**config.mk**
```make
export PLATFORM = sky130hd
export DESIGN_NAME = heap_sort_engine
export DESIGN_NICKNAME = d
export VERILOG_FILES = /design/src/hw/rtl/hse_pkg.sv /design/src/hw/rtl/hse_ram.sv /design/src/hw/rtl/heap_sort_engine.sv
export VERILOG_INCLUDE_DIRS = /design/src /design/src/hw/rtl
export SDC_FILE = /design/constraint.sdc
export NUM_CORES = 2
export LEC_CHECK = 0
export ABC_CLOCK_PERIOD_IN_PS = 20200
export BUFFER_PORTS_ARGS = -buffer_cell sky130_fd_sc_hd__buf_2
export CORE_ASPECT_RATIO = 0.6
export CORE_MARGIN = 8
export CORE_UTILIZATION = 40
export DETAILED_ROUTE_END_ITERATION = 12
export PLACE_DENSITY_LB_ADDON = 0.2
export SLEW_MARGIN = 5
export SYNTH_ARGS = -nofsm -noshare
export SYNTH_HDL_FRONTEND = slang
export SYNTH_SLANG_ARGS = --single-unit
```
**constraint.sdc**
```tcl
create_clock -name clk -period 20.2 [get_ports clk]
set_clock_uncertainty 0.2 [all_clocks]
set_input_delay 3.03 -clock clk [delete_from_list [all_inputs] [get_ports clk]]
set_output_delay 3.03 -clock clk [all_outputs]
set_load 0.01 [all_outputs]
```
**src/hw/rtl/heap_sort_engine_macros.svh**
```systemverilog
// Assertion macros for the heap sort engine.
// Used by the RTL files that carry concurrent checks; expects clk and rst_n in scope.
`ifndef HEAP_SORT_ENGINE_MACROS_SVH
`define HEAP_SORT_ENGINE_MACROS_SVH

// Generic clocked check, disabled while reset is asserted.
`define HSE_ASSERT(lbl, prop, msg) \
  lbl: assert property (@(posedge clk) disable iff (!rst_n) prop) else $error(msg);

// Same-cycle implication.
`define HSE_ASSERT_IMP(lbl, ante, cons, msg) \
  `HSE_ASSERT(lbl, (ante) |-> (cons), msg)

`endif

```
**src/hw/rtl/hse_pkg.sv**
```systemverilog
// Shared types and constants of the heap sort engine.
// No dependencies; used by heap_sort_engine and the testbench.
package hse_pkg;

  localparam int DATA_W            = 32;
  localparam int MAX_ITEMS_DEFAULT = 64;

  // One input transaction
  typedef struct packed {
    logic signed [DATA_W-1:0] value_in;
    logic                     last_in;
  } in_item_t;

  // One result transaction
  typedef struct packed {
    logic signed [DATA_W-1:0] value_out;
    logic                     last_out;
    logic                     overflow;
  } out_item_t;

  // Sequencer states
  typedef enum logic [3:0] {
    ST_LOAD,
    ST_BUILD_NEXT,
    ST_SIFT_LOAD,
    ST_SIFT_HOLD,
    ST_SIFT_READ,
    ST_SIFT_CMP,
    ST_SIFT_FIN,
    ST_EXTRACT_NEXT,
    ST_SWAP_RD,
    ST_SWAP_WR,
    ST_OUT_RD,
    ST_OUT_LD
  } state_t;

endpackage

```
**src/hw/rtl/hse_ram.sv**
```systemverilog
// Element store: one write port, two registered read ports.
// Depends on nothing; instantiated by heap_sort_engine.
module hse_ram #(
  parameter int DATA_W = 32,
  parameter int AW     = 6
) (
  input  logic              clk,
  input  logic              we,
  input  logic [AW-1:0]     waddr,
  input  logic [DATA_W-1:0] wdata,
  input  logic [AW-1:0]     raddr_a,
  input  logic [AW-1:0]     raddr_b,
  output logic [DATA_W-1:0] rdata_a,
  output logic [DATA_W-1:0] rdata_b
);

  localparam int DEPTH = 1 << AW;

  logic [DATA_W-1:0] mem [DEPTH];

  // Write, and read with write-first forwarding on an address match
  always_ff @(posedge clk) begin
    if (we) begin
      mem[waddr] <= wdata;
    end
    rdata_a <= (we && (waddr == raddr_a)) ? wdata : mem[raddr_a];
    rdata_b <= (we && (waddr == raddr_b)) ? wdata : mem[raddr_b];
  end

endmodule

```
**src/hw/rtl/heap_sort_engine.sv**
```systemverilog
// Heap sort engine. A set of signed 32-bit values arrives one transaction per
// cycle (in_ready is high while the block loads); the transaction marked last
// closes the set, up to MAX_ITEMS values are kept and the rest are dropped,
// which sets overflow on every result of that set. The set is then heapsorted
// in place in a single-write-port store: each sift-down level reads both
// children, then compares and moves the larger one up; every sift also has a
// node step, a root read or a swap read and write, and a final write. Results
// then stream out of the store, smallest first, each held while the result
// channel stalls. Sort time is set by the sift loop through the store's one
// write port, and in_ready stays low until the set has been streamed out.
// A new set may be loaded while the final result of the previous set still
// waits in the output register.
// Depends on hse_pkg, hse_ram and heap_sort_engine_macros.svh.
`include "heap_sort_engine_macros.svh"

module heap_sort_engine #(
  parameter int MAX_ITEMS = hse_pkg::MAX_ITEMS_DEFAULT
) (
  input  logic              clk,
  input  logic              rst_n,
  input  logic              in_valid,
  output logic              in_ready,
  input  hse_pkg::in_item_t in_data,
  output logic              out_valid,
  input  logic              out_ready,
  output hse_pkg::out_item_t out_data
);

  localparam int DW = hse_pkg::DATA_W;
  localparam int AW = $clog2(MAX_ITEMS);
  localparam int CW = $clog2(MAX_ITEMS + 1);

  // Control registers
  hse_pkg::state_t state_r, state_nxt;
  logic [CW-1:0]   cnt_r, cnt_nxt;
  logic            drop_r, drop_nxt;
  logic            extract_r, extract_nxt;
  logic            out_valid_r, out_valid_nxt;

  // Datapath registers
  logic [AW-1:0]     top_r, top_nxt;
  logic [AW-1:0]     end_r, end_nxt;
  logic [AW-1:0]     sift_end_r, sift_end_nxt;
  logic [AW-1:0]     node_r, node_nxt;
  logic [AW-1:0]     k_r, k_nxt;
  logic [DW-1:0]     held_r, held_nxt;
  hse_pkg::out_item_t out_r, out_nxt;

  // Store ports
  logic          we;
  logic [AW-1:0] waddr, raddr_a, raddr_b;
  logic [DW-1:0] wdata, rdata_a, rdata_b;

  hse_ram #(.DATA_W(DW), .AW(AW)) u_ram (
    .clk     (clk),
    .we      (we),
    .waddr   (waddr),
    .wdata   (wdata),
    .raddr_a (raddr_a),
    .raddr_b (raddr_b),
    .rdata_a (rdata_a),
    .rdata_b (rdata_b)
  );

  // Heap index arithmetic
  logic [AW:0]   child, right, cidx, gchild;
  logic [AW:0]   end_ext;
  logic          take_right;
  logic [DW-1:0] cval;
  logic          room, in_fire, out_fire, k_last;
  logic [CW-1:0] cnt_inc;

  assign child      = {node_r, 1'b1};
  assign right      = child + (AW+1)'(1);
  assign end_ext    = {1'b0, sift_end_r};
  assign take_right = (child < end_ext) && ($signed(rdata_a) < $signed(rdata_b));
  assign cidx       = take_right ? right : child;
  assign cval       = take_right ? rdata_b : rdata_a;
  assign gchild     = {cidx[AW-1:0], 1'b1};

  assign room     = cnt_r < CW'(MAX_ITEMS);
  assign in_ready = (state_r == hse_pkg::ST_LOAD);
  assign in_fire  = in_valid && in_ready;
  assign out_fire = out_valid_r && out_ready;
  assign cnt_inc  = room ? cnt_r + CW'(1) : cnt_r;
  assign k_last   = (k_r == AW'(cnt_r - CW'(1)));

  assign out_valid = out_valid_r;
  assign out_data  = out_r;

  // Next state, store access and output register
  always_comb begin
    state_nxt     = state_r;
    cnt_nxt       = cnt_r;
    drop_nxt      = drop_r;
    extract_nxt   = extract_r;
    out_valid_nxt = out_fire ? 1'b0 : out_valid_r;
    top_nxt       = top_r;
    end_nxt       = end_r;
    sift_end_nxt  = sift_end_r;
    node_nxt      = node_r;
    k_nxt         = k_r;
    held_nxt      = held_r;
    out_nxt       = out_r;
    we            = 1'b0;
    waddr         = node_r;
    wdata         = held_r;
    raddr_a       = node_r;
    raddr_b       = node_r;

    case (state_r)
      // Collect the set
      hse_pkg::ST_LOAD: begin
        if (in_fire) begin
          we       = room;
          waddr    = cnt_r[AW-1:0];
          wdata    = in_data.value_in;
          cnt_nxt  = cnt_inc;
          drop_nxt = drop_r | ~room;
          if (in_data.last_in) begin
            extract_nxt = 1'b0;
            k_nxt       = '0;
            top_nxt     = AW'(cnt_inc >> 1);
            state_nxt   = (cnt_inc >= CW'(2)) ? hse_pkg::ST_BUILD_NEXT : hse_pkg::ST_OUT_RD;
          end
        end
      end

      // Heap build: sift every inner node, last one first
      hse_pkg::ST_BUILD_NEXT: begin
        if (top_r == '0) begin
          extract_nxt = 1'b1;
          end_nxt     = AW'(cnt_r - CW'(1));
          state_nxt   = hse_pkg::ST_SWAP_RD;
        end else begin
          top_nxt      = top_r - AW'(1);
          node_nxt     = top_r - AW'(1);
          sift_end_nxt = AW'(cnt_r - CW'(1));
          state_nxt    = hse_pkg::ST_SIFT_LOAD;
        end
      end

      hse_pkg::ST_SIFT_LOAD: begin
        raddr_a   = node_r;
        state_nxt = hse_pkg::ST_SIFT_HOLD;
      end

      // Hold the node's value; at a leaf node nothing moves
      hse_pkg::ST_SIFT_HOLD: begin
        held_nxt = rdata_a;
        if (child > end_ext) begin
          state_nxt = extract_r ? hse_pkg::ST_EXTRACT_NEXT : hse_pkg::ST_BUILD_NEXT;
        end else begin
          state_nxt = hse_pkg::ST_SIFT_READ;
        end
      end

      hse_pkg::ST_SIFT_READ: begin
        raddr_a   = child[AW-1:0];
        raddr_b   = right[AW-1:0];
        state_nxt = hse_pkg::ST_SIFT_CMP;
      end

      // Pick the larger child; move it up unless the held value is larger
      hse_pkg::ST_SIFT_CMP: begin
        if ($signed(cval) < $signed(held_r)) begin
          state_nxt = hse_pkg::ST_SIFT_FIN;
        end else begin
          we        = 1'b1;
          waddr     = node_r;
          wdata     = cval;
          node_nxt  = cidx[AW-1:0];
          state_nxt = (gchild > end_ext) ? hse_pkg::ST_SIFT_FIN : hse_pkg::ST_SIFT_READ;
        end
      end

      hse_pkg::ST_SIFT_FIN: begin
        we        = 1'b1;
        waddr     = node_r;
        wdata     = held_r;
        state_nxt = extract_r ? hse_pkg::ST_EXTRACT_NEXT : hse_pkg::ST_BUILD_NEXT;
      end

      hse_pkg::ST_EXTRACT_NEXT: begin
        if (end_r == AW'(1)) begin
          state_nxt = hse_pkg::ST_OUT_RD;
        end else begin
          end_nxt   = end_r - AW'(1);
          state_nxt = hse_pkg::ST_SWAP_RD;
        end
      end

      // Swap root with the last heap entry
      hse_pkg::ST_SWAP_RD: begin
        raddr_a   = '0;
        raddr_b   = end_r;
        state_nxt = hse_pkg::ST_SWAP_WR;
      end

      // Old root goes to the tail; old tail is sifted down from the root
      hse_pkg::ST_SWAP_WR: begin
        we           = 1'b1;
        waddr        = end_r;
        wdata        = rdata_a;
        held_nxt     = rdata_b;
        node_nxt     = '0;
        sift_end_nxt = end_r - AW'(1);
        state_nxt    = (end_r == AW'(1)) ? hse_pkg::ST_SIFT_FIN : hse_pkg::ST_SIFT_READ;
      end

      // Stream results once the output register frees up
      hse_pkg::ST_OUT_RD: begin
        raddr_a = k_r;
        if (!out_valid_r || out_ready) begin
          state_nxt = hse_pkg::ST_OUT_LD;
        end
      end

      hse_pkg::ST_OUT_LD: begin
        out_valid_nxt     = 1'b1;
        out_nxt.value_out = rdata_a;
        out_nxt.last_out  = k_last;
        out_nxt.overflow  = drop_r;
        if (k_last) begin
          cnt_nxt   = '0;
          drop_nxt  = 1'b0;
          state_nxt = hse_pkg::ST_LOAD;
        end else begin
          k_nxt     = k_r + AW'(1);
          state_nxt = hse_pkg::ST_OUT_RD;
        end
      end

      default: begin
        state_nxt = hse_pkg::ST_LOAD;
      end
    endcase
  end

  // Control state
  always_ff @(posedge clk) begin
    if (!rst_n) begin
      state_r     <= hse_pkg::ST_LOAD;
      cnt_r       <= '0;
      drop_r      <= 1'b0;
      extract_r   <= 1'b0;
      out_valid_r <= 1'b0;
    end else begin
      state_r     <= state_nxt;
      cnt_r       <= cnt_nxt;
      drop_r      <= drop_nxt;
      extract_r   <= extract_nxt;
      out_valid_r <= out_valid_nxt;
    end
  end

  // Datapath, no reset
  always_ff @(posedge clk) begin
    top_r      <= top_nxt;
    end_r      <= end_nxt;
    sift_end_r <= sift_end_nxt;
    node_r     <= node_nxt;
    k_r        <= k_nxt;
    held_r     <= held_nxt;
    out_r      <= out_nxt;
  end

  // Checks
  `HSE_ASSERT_IMP(a_cnt_bound, 1'b1, cnt_r <= CW'(MAX_ITEMS), "element count above capacity")
  `HSE_ASSERT_IMP(a_cmp_inner, state_r == hse_pkg::ST_SIFT_CMP, node_r < sift_end_r,
                  "sift compare on a node without children")
  `HSE_ASSERT_IMP(a_swap_end, state_r == hse_pkg::ST_SWAP_RD, end_r != '0,
                  "swap with the root itself")
  `HSE_ASSERT_IMP(a_out_load, $rose(out_valid_r), $past(state_r == hse_pkg::ST_OUT_LD),
                  "result shown without a store read")

endmodule

```
==> flow_results.xml <==
<?xml version="1.0" encoding="UTF-8"?>
<metrics>
  <group name="sta">
    <metric name="final_max_slew_viol_count" unit="">0</metric>
    <metric name="setup_viol" unit="">0</metric>
    <metric name="grt_setup_unrepaired" unit="">false</metric>
    <metric name="fmax" unit="MHz">73.1</metric>
    <metric name="hold_viol" unit="">0</metric>
    <metric name="post-route-period-util" unit="%">67.7</metric>
    <metric name="post_route_setup_tns" unit="ns">0</metric>
    <metric name="tightestPinTransition" unit="ns">1.45</metric>
    <metric name="min_period" unit="ns">13.68</metric>
    <metric name="max_slew_margin" unit="%">3.61</metric>
  </group>
  <group name="global_route">
    <metric name="grt_pass1_vias" unit="">61000</metric>
    <metric name="grt_pass1_wl" unit="µm">522000</metric>
    <metric name="grt_max_degree" unit="">103</metric>
    <metric name="antenna_found_initial" unit="">33</metric>
    <metric name="gr-total-overflow" unit="">0</metric>
    <metric name="grt_use_total" unit="%">27.5</metric>
  </group>
  <group name="yosys">
    <metric name="post_synth_main_area_contributors" unit="">sky130_fd_sc_hd__edfxtp_1, sky130_fd_sc_hd__mux4_2, sky130_fd_sc_hd__a22oi_1</metric>
    <metric name="ys_seq_elements" unit="">2170</metric>
    <metric name="synthesis.yosys.warnings" unit="">0</metric>
    <metric name="netlist.area_leader.share" unit="%">63.0</metric>
    <metric name="postSynth.topFlopCell" unit="">sky130_fd_sc_hd__edfxtp_1</metric>
    <metric name="edff_count_synth" unit="">2144</metric>
    <metric name="synth_area_per_cell" unit="µm²">18.6</metric>
    <metric name="yosys.area.top_type" unit="">sky130_fd_sc_hd__edfxtp_1</metric>
    <metric name="synthDistinctLibCells" unit="">74</metric>
    <metric name="synthesis.nets" unit="">5595</metric>
    <metric name="synth_area" unit="µm²">102000</metric>
    <metric name="async_flop_share" unit="%">0</metric>
    <metric name="seq_area_frac_synth" unit="%">63.5</metric>
    <metric name="postSynthCellCount" unit="">5479</metric>
  </group>
  <group name="min_path">
    <metric name="hold-path-cell-count" unit="">0</metric>
    <metric name="holdCritPathClass" unit="">flop to flop</metric>
  </group>
  <group name="critical_path">
    <metric name="r2r_cells" unit="">31</metric>
    <metric name="required" unit="ns">20.46</metric>
    <metric name="timing_worst_setup_path_type" unit="">flop to flop</metric>
    <metric name="slowest_delay" unit="ns">0.99</metric>
    <metric name="critical_path.most_common_cell" unit="">sky130_fd_sc_hd__buf_4</metric>
    <metric name="timing.critical_path.to_type" unit="">flop</metric>
    <metric name="crit_buf_inv" unit="">8</metric>
    <metric name="arr_time_crit_path" unit="ns">13.94</metric>
    <metric name="path_delay_family" unit="">compound AO/OA/AOI/OAI gates</metric>
    <metric name="worst_setup_path_start_kind" unit="">flop</metric>
    <metric name="critical_path.max_fanout" unit="">102</metric>
    <metric name="crit_cells" unit="">31</metric>
    <metric name="critical_path.slowest_cell" unit="">sky130_fd_sc_hd__dfxtp_4</metric>
  </group>
  <group name="cts">
    <metric name="root_buffer" unit="">sky130_fd_sc_hd__clkbuf_16</metric>
    <metric name="tritoncts" unit="">done</metric>
    <metric name="cts_setup_buffers" unit="">0</metric>
    <metric name="cts-root-to-sink-buffers" unit="">4</metric>
    <metric name="clock_sink_count" unit="">2170</metric>
    <metric name="numCtsBuffers" unit="">206</metric>
    <metric name="postCtsResizedCells" unit="">0</metric>
    <metric name="clkTransAtPathRegs" unit="ns">0.06</metric>
    <metric name="cts_hold_buffers" unit="">0</metric>
    <metric name="clk_latency" unit="ns">0.92</metric>
    <metric name="htree_levels" unit="">4</metric>
  </group>
  <group name="cells_and_area">
    <metric name="final_nets" unit="">5709</metric>
    <metric name="mostFrequentLayoutCell" unit="">sky130_fd_sc_hd__edfxtp_1</metric>
    <metric name="num-fill-cells" unit="">21300</metric>
    <metric name="multi_input_comb_area" unit="µm²">36100</metric>
    <metric name="mostFrequentLayoutCells" unit="">sky130_fd_sc_hd__edfxtp_1, sky130_fd_sc_hd__mux4_2, sky130_fd_sc_hd__a22oi_1</metric>
    <metric name="area_growth_synth_to_finish" unit="%">12.2</metric>
    <metric name="layout-drive-gt1-share" unit="%">31.9</metric>
    <metric name="register_area" unit="µm²">64900</metric>
  </group>
  <group name="drt">
    <metric name="route.vias.total" unit="">64800</metric>
    <metric name="routedWlPerCell" unit="µm">41.9</metric>
    <metric name="sum_of_routed_wire_length_over_all_layers" unit="µm">385000</metric>
    <metric name="remaining_drc_errors" unit="">0</metric>
    <metric name="firstDrtPassIters" unit="">8</metric>
    <metric name="drt_first_iter_violations" unit="">12900</metric>
    <metric name="detail_route.vias_per_cell" unit="">7.07</metric>
    <metric name="ant_nets" unit="">0</metric>
  </group>
  <group name="die">
    <metric name="floorplan.core_area" unit="µm²">254000</metric>
    <metric name="fp.dieH" unit="µm">407</metric>
    <metric name="pin_count" unit="">73</metric>
    <metric name="floorplan.die_area" unit="µm²">272000</metric>
    <metric name="rows" unit="">143</metric>
    <metric name="effective_utilization_at_floorplan" unit="%">40.3</metric>
    <metric name="fp.dieW" unit="µm">668</metric>
  </group>
  <group name="placed_design">
    <metric name="gp_congestion" unit="">0.964</metric>
    <metric name="port_buffers" unit="">72</metric>
    <metric name="hpwlAfterDp" unit="µm">234000</metric>
  </group>
  <group name="flow_run">
    <metric name="timing.max_cap.violations" unit="">0</metric>
  </group>
  <group name="status">
    <metric name="run_status" unit="">complete, no violations</metric>
  </group>
</metrics>
## final cells by class
cell class	count	area share (%)
antenna	15	0.0328
clock buffer	236	4.62
clock inverter	130	1.03
inverter	61	0.200
multi-input combinational	2811	31.5
sequential	2170	56.7
tap	3407	3.72
timing repair buffer	343	2.25
## cell families after synthesis
| family | count (synthesis) | synth area share [%] |
|---|---|---|
| flops | 2170 | 63.5 |
| mux | 1046 | 22.8 |
| compound gates | 959 | 7.12 |
| simple gates | 692 | 3.19 |
| buf+inv | 498 | 2.10 |
| fa+ha+maj | 79 | 0.968 |
| xor+xnor | 35 | 0.300 |
## flip-flops by register name, indices dropped and copies added (netlist names), named ones only
register    cells
u_ram.mem    2048
out_valid       1
cnt_r           7
out_data       34
drop_r          1
node_r          6
extract_r       1
sift_end_r      6
top_r           6
k_r             6
state_r         4
held_r         32
end_r           6
## layer usage
metal  wire, µm  up-vias  GRT usage [%]
li1           -    24100              -
met1     158000    34800           41.7
met2     151000     5324           35.6
met3      65000      618           12.2
met4      10600        8           6.73
met5         51        -              0
## Yosys cell counts (all sizes together), types with 24 or more instances
cell type and number:
a211oi 29, a21oi 79, a221oi 125, a22o 93, a22oi 327, buf 182
clkbuf 255, dfxtp 26, edfxtp 2144, ha 79, inv 61, mux4 1022
nand2 231, nand3 114, nand4 28, nor2 158, nor2b 24, nor3 32
o21ai 108, o22ai 36
## per-stage QoR
stage | instances | setup WS (ns) | cell area (µm²) | utilization (%) | hold WS (ns)
after floorplan | 5479 | 9.23 | 102000 | - | 0.209
after global placement | 8786 | 7.27 | 108000 | 42.6 | 0.219
after detailed placement | 8787 | 7.20 | 108000 | 42.6 | 0.222
after CTS | 9153 | 7.18 | 114000 | 45.1 | 0.239
after global routing | 9158 | 6.51 | 115000 | 45.2 | 0.262
final | 9173 | 6.52 | 115000 | 45.2 | 0.235
## final timing paths
path | slack (ns) | end | from
setup / recovery | 6.52 | u_ram.mem[19][14] | flop
setup reg to reg | 6.52 | u_ram.mem[19][14] | flop
hold reg to reg | 0.23 | out_data[0] | drop_r
hold / removal | 0.23 | out_data[0] | drop_r
Power is left out: the tool's default activity adds up to more than one toggle a clock period on the data nets, which glitch-free logic cannot reach.
